==> config.mk <==
export PLATFORM = sky130hd
export DESIGN_NAME = sha256_message_hasher
export DESIGN_NICKNAME = d
export VERILOG_FILES = /design/src/sv/sha_pkg.sv /design/src/sv/sha256_message_hasher.sv
export SDC_FILE = /design/constraint.sdc
export NUM_CORES = 2
export LEC_CHECK = 0
export BUFFER_PORTS_ARGS = -buffer_cell sky130_fd_sc_hd__buf_2
export CAP_MARGIN = 10
export CORE_MARGIN = 2
export CORE_UTILIZATION = 55
export CTS_BUF_LIST = sky130_fd_sc_hd__clkbuf_8
export DETAILED_ROUTE_END_ITERATION = 7
export GPL_TIMING_DRIVEN = 0
export HOLD_SLACK_MARGIN = 0.12
export PLACE_DENSITY = 0.78
export SYNTH_ARGS = -nofsm -noshare
export SYNTH_HDL_FRONTEND = slang
export SYNTH_SLANG_ARGS = --single-unit
==> constraint.sdc <==
create_clock -name clk -period 18.8 [get_ports clk]
set_clock_uncertainty 0.1 [all_clocks]
set_input_delay 2.82 -clock clk [delete_from_list [all_inputs] [get_ports clk]]
set_output_delay 2.82 -clock clk [all_outputs]
set_load 0.1 [all_outputs]
==> src/sv/sha_pkg.sv <==
package sha_pkg;

    // number of words in a digest and index of its final word
    localparam int unsigned DIGEST_WORDS = 8;
    localparam logic [2:0] LAST_DIGEST_INDEX = 3'(DIGEST_WORDS - 1);

    // padding marker byte placed in the top byte of a word
    localparam logic [31:0] PAD_MARKER = 32'h8000_0000;

    // buffer slot that takes the high half of the bit length
    localparam logic [3:0] LEN_SLOT = 4'd14;

    localparam logic [31:0] INITIAL_HASH [8] = '{
        32'h6a09e667, 32'hbb67ae85, 32'h3c6ef372, 32'ha54ff53a,
        32'h510e527f, 32'h9b05688c, 32'h1f83d9ab, 32'h5be0cd19
    };

    localparam logic [31:0] ROUND_K [64] = '{
        32'h428a2f98, 32'h71374491, 32'hb5c0fbcf, 32'he9b5dba5,
        32'h3956c25b, 32'h59f111f1, 32'h923f82a4, 32'hab1c5ed5,
        32'hd807aa98, 32'h12835b01, 32'h243185be, 32'h550c7dc3,
        32'h72be5d74, 32'h80deb1fe, 32'h9bdc06a7, 32'hc19bf174,
        32'he49b69c1, 32'hefbe4786, 32'h0fc19dc6, 32'h240ca1cc,
        32'h2de92c6f, 32'h4a7484aa, 32'h5cb0a9dc, 32'h76f988da,
        32'h983e5152, 32'ha831c66d, 32'hb00327c8, 32'hbf597fc7,
        32'hc6e00bf3, 32'hd5a79147, 32'h06ca6351, 32'h14292967,
        32'h27b70a85, 32'h2e1b2138, 32'h4d2c6dfc, 32'h53380d13,
        32'h650a7354, 32'h766a0abb, 32'h81c2c92e, 32'h92722c85,
        32'ha2bfe8a1, 32'ha81a664b, 32'hc24b8b70, 32'hc76c51a3,
        32'hd192e819, 32'hd6990624, 32'hf40e3585, 32'h106aa070,
        32'h19a4c116, 32'h1e376c08, 32'h2748774c, 32'h34b0bcb5,
        32'h391c0cb3, 32'h4ed8aa4a, 32'h5b9cca4f, 32'h682e6ff3,
        32'h748f82ee, 32'h78a5636f, 32'h84c87814, 32'h8cc70208,
        32'h90befffa, 32'ha4506ceb, 32'hbef9a3f7, 32'hc67178f2
    };

    function automatic logic [31:0] rotr(input logic [31:0] x, input int unsigned n);
        rotr = (x >> n) | (x << (32 - n));
    endfunction

    function automatic logic [31:0] big_sigma0(input logic [31:0] x);
        big_sigma0 = rotr(x, 2) ^ rotr(x, 13) ^ rotr(x, 22);
    endfunction

    function automatic logic [31:0] big_sigma1(input logic [31:0] x);
        big_sigma1 = rotr(x, 6) ^ rotr(x, 11) ^ rotr(x, 25);
    endfunction

    function automatic logic [31:0] small_sigma0(input logic [31:0] x);
        small_sigma0 = rotr(x, 7) ^ rotr(x, 18) ^ (x >> 3);
    endfunction

    function automatic logic [31:0] small_sigma1(input logic [31:0] x);
        small_sigma1 = rotr(x, 17) ^ rotr(x, 19) ^ (x >> 10);
    endfunction

    function automatic logic [31:0] choose(input logic [31:0] x, input logic [31:0] y,
                                           input logic [31:0] z);
        choose = (x & y) ^ (~x & z);
    endfunction

    function automatic logic [31:0] majority(input logic [31:0] x, input logic [31:0] y,
                                             input logic [31:0] z);
        majority = (x & y) ^ (x & z) ^ (y & z);
    endfunction

endpackage

==> src/sv/sha256_message_hasher.sv <==
// SHA-256 hasher for byte messages delivered as big-endian 32-bit words, one item per
// accepted input. Words are shifted into a 16-word buffer one per cycle while idle; each
// full block then runs through one shared round unit and a final step folds the result
// into the chaining value, with in_stall high during the rounds. On the item marked last
// the block pushes the padding words (one per cycle outside the compressions, from two
// up to eighteen), runs one or two more compressions, and presents the eight digest
// words one item per cycle while out_stall is low on the output channel; no input is
// taken until the eighth digest word is taken.
module sha256_message_hasher
(
    input  logic        clk,
    input  logic        rst_n,
    input  logic        in_valid,
    output logic        in_stall,
    input  logic [31:0] data_word,
    input  logic [2:0]  valid_bytes,
    input  logic        last_of_message,
    output logic        out_valid,
    input  logic        out_stall,
    output logic [31:0] digest_word,
    output logic [2:0]  digest_index,
    output logic        last_result
);

    typedef enum logic [2:0]
    {
        S_IDLE,
        S_MARK,
        S_ZERO,
        S_LEN_HI,
        S_LEN_LO,
        S_ROUND,
        S_UPDATE,
        S_OUT
    } state_t;

    state_t      state_reg, state_next;
    state_t      ret_reg, ret_next;
    logic [3:0]  pos_reg, pos_next;
    logic [5:0]  round_reg, round_next;
    logic [2:0]  idx_reg, idx_next;
    logic [63:0] count_reg, count_next;
    logic [31:0] hv_reg [8];
    logic [31:0] hv_next [8];
    logic [31:0] w_reg [16];
    logic [31:0] w_next [16];
    logic [31:0] v_reg [8];
    logic [31:0] v_next [8];

    logic        push_en;
    logic [31:0] push_word;
    state_t      after_push;
    logic [2:0]  nb;
    logic [31:0] byte_mask;
    logic [31:0] marker;
    logic [31:0] masked_word;
    logic [31:0] sched_word;
    logic [31:0] t1;
    logic [31:0] t2;

    // byte count and masking of the incoming word
    always_comb
    begin
        if (!last_of_message || valid_bytes > 3'd4)
        begin
            nb = 3'd4;
        end
        else
        begin
            nb = valid_bytes;
        end
        case (nb)
            3'd0:    begin byte_mask = 32'h0000_0000; marker = 32'h8000_0000; end
            3'd1:    begin byte_mask = 32'hff00_0000; marker = 32'h0080_0000; end
            3'd2:    begin byte_mask = 32'hffff_0000; marker = 32'h0000_8000; end
            3'd3:    begin byte_mask = 32'hffff_ff00; marker = 32'h0000_0080; end
            default: begin byte_mask = 32'hffff_ffff; marker = 32'h0000_0000; end
        endcase
        masked_word = data_word & byte_mask;
    end

    // shared round unit and schedule expansion
    always_comb
    begin
        sched_word = sha_pkg::small_sigma1(w_reg[14]) + w_reg[9]
                   + sha_pkg::small_sigma0(w_reg[1]) + w_reg[0];
        t1 = v_reg[7] + sha_pkg::big_sigma1(v_reg[4])
           + sha_pkg::choose(v_reg[4], v_reg[5], v_reg[6])
           + sha_pkg::ROUND_K[round_reg] + w_reg[0];
        t2 = sha_pkg::big_sigma0(v_reg[0]) + sha_pkg::majority(v_reg[0], v_reg[1], v_reg[2]);
    end

    // sequencer
    always_comb
    begin
        state_next = state_reg;
        ret_next   = ret_reg;
        pos_next   = pos_reg;
        round_next = round_reg;
        idx_next   = idx_reg;
        count_next = count_reg;
        hv_next    = hv_reg;
        w_next     = w_reg;
        v_next     = v_reg;
        push_en    = 1'b0;
        push_word  = '0;
        after_push = S_IDLE;

        case (state_reg)
            S_IDLE:
            begin
                if (in_valid)
                begin
                    count_next = count_reg + {58'd0, nb, 3'b000};
                    push_en    = 1'b1;
                    if (!last_of_message)
                    begin
                        push_word  = masked_word;
                        after_push = S_IDLE;
                    end
                    else if (nb < 3'd4)
                    begin
                        push_word  = masked_word | marker;
                        after_push = (4'(pos_reg + 4'd1) == sha_pkg::LEN_SLOT) ?
                                     S_LEN_HI : S_ZERO;
                    end
                    else
                    begin
                        push_word  = masked_word;
                        after_push = S_MARK;
                    end
                end
            end
            S_MARK:
            begin
                push_en    = 1'b1;
                push_word  = sha_pkg::PAD_MARKER;
                after_push = (4'(pos_reg + 4'd1) == sha_pkg::LEN_SLOT) ? S_LEN_HI : S_ZERO;
            end
            S_ZERO:
            begin
                push_en    = 1'b1;
                push_word  = '0;
                after_push = (4'(pos_reg + 4'd1) == sha_pkg::LEN_SLOT) ? S_LEN_HI : S_ZERO;
            end
            S_LEN_HI:
            begin
                push_en    = 1'b1;
                push_word  = count_reg[63:32];
                after_push = S_LEN_LO;
            end
            S_LEN_LO:
            begin
                push_en    = 1'b1;
                push_word  = count_reg[31:0];
                after_push = S_OUT;
            end
            S_ROUND:
            begin
                for (int i = 0; i < 15; i++)
                begin
                    w_next[i] = w_reg[i + 1];
                end
                w_next[15] = sched_word;
                v_next[7] = v_reg[6];
                v_next[6] = v_reg[5];
                v_next[5] = v_reg[4];
                v_next[4] = v_reg[3] + t1;
                v_next[3] = v_reg[2];
                v_next[2] = v_reg[1];
                v_next[1] = v_reg[0];
                v_next[0] = t1 + t2;
                round_next = round_reg + 6'd1;
                if (round_reg == 6'd63)
                begin
                    state_next = S_UPDATE;
                end
            end
            S_UPDATE:
            begin
                for (int i = 0; i < 8; i++)
                begin
                    hv_next[i] = hv_reg[i] + v_reg[i];
                end
                idx_next   = '0;
                state_next = ret_reg;
            end
            S_OUT:
            begin
                if (!out_stall)
                begin
                    idx_next = idx_reg + 3'd1;
                    if (idx_reg == sha_pkg::LAST_DIGEST_INDEX)
                    begin
                        hv_next    = sha_pkg::INITIAL_HASH;
                        count_next = '0;
                        state_next = S_IDLE;
                    end
                end
            end
            default:
            begin
                state_next = S_IDLE;
            end
        endcase

        // shift a word into the buffer, start the rounds when it fills
        if (push_en)
        begin
            for (int i = 0; i < 15; i++)
            begin
                w_next[i] = w_reg[i + 1];
            end
            w_next[15] = push_word;
            pos_next   = pos_reg + 4'd1;
            if (pos_reg == 4'd15)
            begin
                state_next = S_ROUND;
                ret_next   = after_push;
                round_next = '0;
                v_next     = hv_reg;
            end
            else
            begin
                state_next = after_push;
            end
        end
    end

    // control state, chaining value and bit count
    always_ff @(posedge clk or negedge rst_n)
    begin
        if (!rst_n)
        begin
            state_reg <= S_IDLE;
            ret_reg   <= S_IDLE;
            pos_reg   <= '0;
            round_reg <= '0;
            idx_reg   <= '0;
            count_reg <= '0;
            hv_reg    <= sha_pkg::INITIAL_HASH;
        end
        else
        begin
            state_reg <= state_next;
            ret_reg   <= ret_next;
            pos_reg   <= pos_next;
            round_reg <= round_next;
            idx_reg   <= idx_next;
            count_reg <= count_next;
            hv_reg    <= hv_next;
        end
    end

    // message buffer and working variables
    always_ff @(posedge clk)
    begin
        w_reg <= w_next;
        v_reg <= v_next;
    end

    // handshake and digest outputs
    assign in_stall     = (state_reg != S_IDLE);
    assign out_valid    = (state_reg == S_OUT);
    assign digest_word  = hv_reg[idx_reg];
    assign digest_index = idx_reg;
    assign last_result  = (idx_reg == sha_pkg::LAST_DIGEST_INDEX);

endmodule

## Word-level counts from Yosys, hierarchy flattened

Memory sizes are Yosys's and may differ from the RTL's.
Index checks and enable logic that the tools add are counted.

- Flip-flop bits (word level): 1107
- Bits in read-only memories: 2048
- Input bits: 40
- Output and inout bits: 38
- Logic and storage cells: 174
- Memories kept: 1

- Add/sub/neg operators: 22
- $lt $le $gt $ge: 4
- Eq/ne operators: 20
- Muxes and demuxes: 42
- Bitwise logic cells: 31
- Reductions and logical operators: 16

Memory list:

| name | words | width | rd ports | clocked after memory_dff | wr ports | RTL line | text |
|---|---|---|---|---|---|---|---|
| (no name shown) | 64 | 32 | 1 | 0 | 0 | sha256_message_hasher.sv:89 | `+ sha_pkg::ROUND_K[round_reg] + w_reg[0];` |

Operator list:

| kind | count |
|---|---|
| 2-to-1 mux 256 bit | 5 |
| 2-to-1 mux 512 bit | 2 |
| adder 32 bit | 18 |
| one-hot mux 256 bit (2 select lines) | 1 |
| one-hot mux 32 bit (4 select lines) | 3 |
| XOR 32 bit | 9 |
| 2-to-1 mux 32 bit | 7 |
| bitwise AND 32 bit | 6 |
| 2-to-1 mux 64 bit | 3 |
| one-hot mux 64 bit (2 select lines) | 1 |
| binary-select mux 32 bit (select 3 bit) | 1 |
| adder 64 x 6 -> 64 bit | 1 |
| NOT 32 bit | 1 |
| bitwise OR 10 x 32 -> 32 bit | 1 |
| bitwise OR 13 x 32 -> 32 bit | 1 |
| bitwise OR 14 x 32 -> 32 bit | 1 |
| bitwise OR 15 x 32 -> 32 bit | 1 |
| bitwise OR 19 x 32 -> 32 bit | 1 |
| bitwise OR 21 x 32 -> 32 bit | 1 |
| bitwise OR 25 x 32 -> 32 bit | 1 |
| bitwise OR 26 x 32 -> 32 bit | 1 |
| bitwise OR 30 x 32 -> 32 bit | 1 |
| bitwise OR 32 bit | 1 |
| bitwise OR 7 x 32 -> 32 bit | 1 |
| 40 further kinds | 66 |

## Longest topological paths before layout

- Word-level depth: 12
- Depth in mapped cells: 41
- Mapped depth without buffers: 40

## Worst setup path after synthesis

No wires, ideal clock.

- Path type: input to register
- Start: input in_valid
- End: register w_reg[0] in the netlist's numbering, enable pin
- Setup time: 3.650 ns
- Arrival time: 11.689 ns
- Required time: 15.050 ns
- Slack: 3.361 ns
- Stages: 3
- Path buffers: 1
- Cell sequence: o21ai_0 -> clkbuf_1 -> nand2_1

- Cells in the longest elaborated chain, start to end: 3

RTL lines:

| element | RTL line | text |
|---|---|---|
| start: declaration | sha256_message_hasher.sv:13 | `input logic in_valid,` |
| 2-to-1 mux 1 bit | sha256_message_hasher.sv:112 | `if (in_valid)` |
| one-hot mux 1 bit (2 select lines) | sha256_message_hasher.sv:109 | `case (state_reg)` |
| nonzero test 2 bit (no source line) | n/a |  |
| end signal: assignment | sha256_message_hasher.sv:258 | `w_reg <= w_next;` |
| end: declaration | sha256_message_hasher.sv:45 | `logic [31:0] w_reg [16];` |

No other way between the ends.
A chain may end at the register's enable or synchronous reset.

==> flow_metrics.py <==
metrics = {
    "final_layout": {
        "multi_input_area_mm2": 0.0374,
        "area_growth_pct": 9.78,
        "largest_reg_flops": 512,
        "fin_nets": 7876,
        "final_cell_area_mm2": 0.0763,
        "fill_cells": 10400,
        "fin_util_pct": 60.8,
        "drive_gt1_share_pct": 9.12,
        "register_area_mm2": 0.0291,
    },
    "floorplan": {
        "ios": 78,
        "die_area_mm2": 0.129,
        "core-area_mm2": 0.126,
        "rows": 130,
        "start_util_pct": 55.4,
        "die_height_um": 360,
        "die_w_um": 360,
    },
    "cts": {
        "clock_latency_ps": 980,
        "cts-root-buf": "clkbuf_8",
        "h-tree-depth": 4,
        "clkTransAtPathRegs_ps": 90,
        "cts_tree": "done",
        "cts_buffers": 187,
        "cts.sinks": 1104,
        "clockBufferDepth": 3,
        "hold_buffers": 0,
        "post_cts_buffers": 0,
        "cts_resized": 0,
    },
    "global_routing": {
        "grt_pass1_vias": 54400,
        "overflow": 0,
        "grtUsageTotal_pct": 39.0,
        "grt_pass1_wl_mm": 368,
        "antenna_found_initial": 16,
        "grt_max_degree": 110,
    },
    "critical_path": {
        "cp.arrival_ps": 12140,
        "cp.required_ps": 19500,
        "cp_slowest_cell": "xnor2_1",
        "crit_buf_inv": 8,
        "setup.worst_path.class": "flop to flop",
        "cp-end-kind": "flop",
        "worst-path-max-fanout": 10,
        "slowest_delay_ps": 720,
        "cpMostUsedCell": "inv_1",
        "startpoint_type": "flop",
        "cp_top_family": "adder cells",
    },
    "logic_synthesis": {
        "syn_area_per_cell_um2": 10.0,
        "synth.most_common_cell": "a21oi_1",
        "synth_cells": 6954,
        "ys_seq_area_share_pct": 41.8,
        "synth-edff-count": 512,
        "synth-main-ff-cell": "edfxtp_1",
        "syn-cell-area_mm2": 0.0695,
        "ys_warn_count": 0,
        "ys_top_cells_by_count": "733 x a21oi_1, 665 x nor2_1, 512 x edfxtp_1",
        "synth_area_leaders": "edfxtp_1 22%, dfxtp_1 7.4%, ha_1 7.2%, dfrtp_1 7.2%, fa_1 5.7%",
        "synth_top_area_cell": "edfxtp_1",
        "postSynth.asyncResetShare_pct": 30.4,
        "ys_types": 91,
        "synth_seq_cells": 1104,
        "synth.top_cell.area_share_pct": 22.1,
        "syn-num-nets": 7594,
    },
    "routing": {
        "drc_errors": 0,
        "dr.pass1.iters": 8,
        "wl_per_cell_um": 28.5,
        "drtIter0Drc": 8632,
        "drtAntennaViolNets": 0,
        "drt-vias-per-instance": 6.46,
        "via_count": 58500,
        "drt_wl_total_mm": 258,
    },
    "sta": {
        "layout_worst_path_cycle_share_pct": 60.9,
        "period_minus_slack_ps": 11440,
        "whs_ps": 292,
        "hold_viol": 0,
        "fmax_ghz": 0.0874,
        "slew_headroom_pct": 3.68,
        "rsz0062_at_grt": "no",
        "finalSetupViolations": 0,
        "drv_slew": 0,
        "worst_pin_slew_ps": 1440,
    },
    "place": {
        "io_buffers": 77,
        "gp_congestion": 1.07,
        "post-dp-hpwl_mm": 199,
        "placed_area_mm2": 0.0724,
    },
    "outcome": {
        "status": "finished clean",
    },
    "worst_hold_path": {
        "min_path_type": "flop to flop",
    },
    "run": {
        "maxCapViolations": 0,
    },
}
## final timing paths
path                                    from             to  slack [ps]  cells past startpoint
worst max register to register  round_reg[1]     v_reg[255]        7360                     38
max in group asynchronous              rst_n  count_reg[48]       15150                      3
worst min register to register    w_reg[404]     w_reg[436]         290                      0
worst max-delay path            round_reg[1]     v_reg[255]        7360                     38
worst min-delay path              w_reg[404]     w_reg[436]         290                      0
min in group asynchronous              rst_n    hv_reg[204]        1730                      1
## layer usage
| layer | routed length (um) | track usage (%) | vias up |
|---|---|---|---|
| li1 | - | - | 25300 |
| met1 | 101000 | 53.5 | 28200 |
| met2 | 104000 | 54.7 | 4113 |
| met3 | 35200 | 12.4 | 841 |
| met4 | 17300 | 21.7 | 12 |
| met5 | 107 | 0 | - |
## layout make-up
class	count	share of cell area, %
repair buffers	93	0.997
plain buffers	319	1.58
clock buffers	211	3.80
multi-input cells	5026	49.0
flip-flops and latches	1104	38.1
inverters	505	2.48
diodes	4	0.0131
clock inverters	140	1.37
well taps	1650	2.70
## cell families (layout without fill, tap and decap cells)
family / count (synthesis) / count (layout) / share of synthesized area, %
AOI/OAI and AO/OA: 1834 / 1834 / 16.0
xor gates and xnor gates: 619 / 619 / 7.84
adders and majority gates: 603 / 603 / 13.0
buffers and inverters: 824 / 1268 / 4.46
DFF: 1104 / 1104 / 41.8
muxes: 337 / 337 / 6.27
other: 0 / 4 / 0
and+or+nand+nor: 1633 / 1633 / 10.6
## through the flow
step	std cells	setup slack, ps	TNS, ps
after detailed placement	8696	7910	0
final	9052	7360	0
after CTS	9047	7850	0
after global placement	8681	-811	-390620
after floorplan	6954	3360	0
after global routing	9049	7190	0
## layout by cell type (no fill, tap or decap), types with 61 or more instances in the layout
master / Yosys / routed
mux2i_1: 203 / 203
nor3_1: 76 / 76
clkbuf_1: 282 / 281
dfxtp_1: 256 / 256
edfxtp_1: 512 / 512
buf_2: 2 / 78
mux2_2: 61 / 61
nor2_1: 665 / 664
mux4_2: 73 / 73
xnor2_1: 316 / 316
nand2b_1: 61 / 61
nand3_1: 109 / 109
and3_1: 62 / 62
xor2_1: 301 / 301
fa_1: 198 / 198
a21o_1: 176 / 176
clkbuf_8: 0 / 211
a21oi_1: 733 / 733
nand2_1: 427 / 426
o21ai_0: 438 / 438
dfrtp_1: 200 / 200
dfstp_2: 136 / 136
ha_1: 402 / 402
inv_1: 504 / 564
## worst reg2reg max path, delay by kind of cell (launching register included)
family	cells	cell delay (ps)
xor gates and xnor gates	3	1200
AOI/OAI and AO/OA	10	2420
buffers and inverters	8	2450
DFF	1	710
and+or+nand+nor	11	2010
adders and majority gates	6	2480
Power is left out: the tool's default activity adds up to more than one toggle a clock period on the data nets, which glitch-free logic cannot reach.
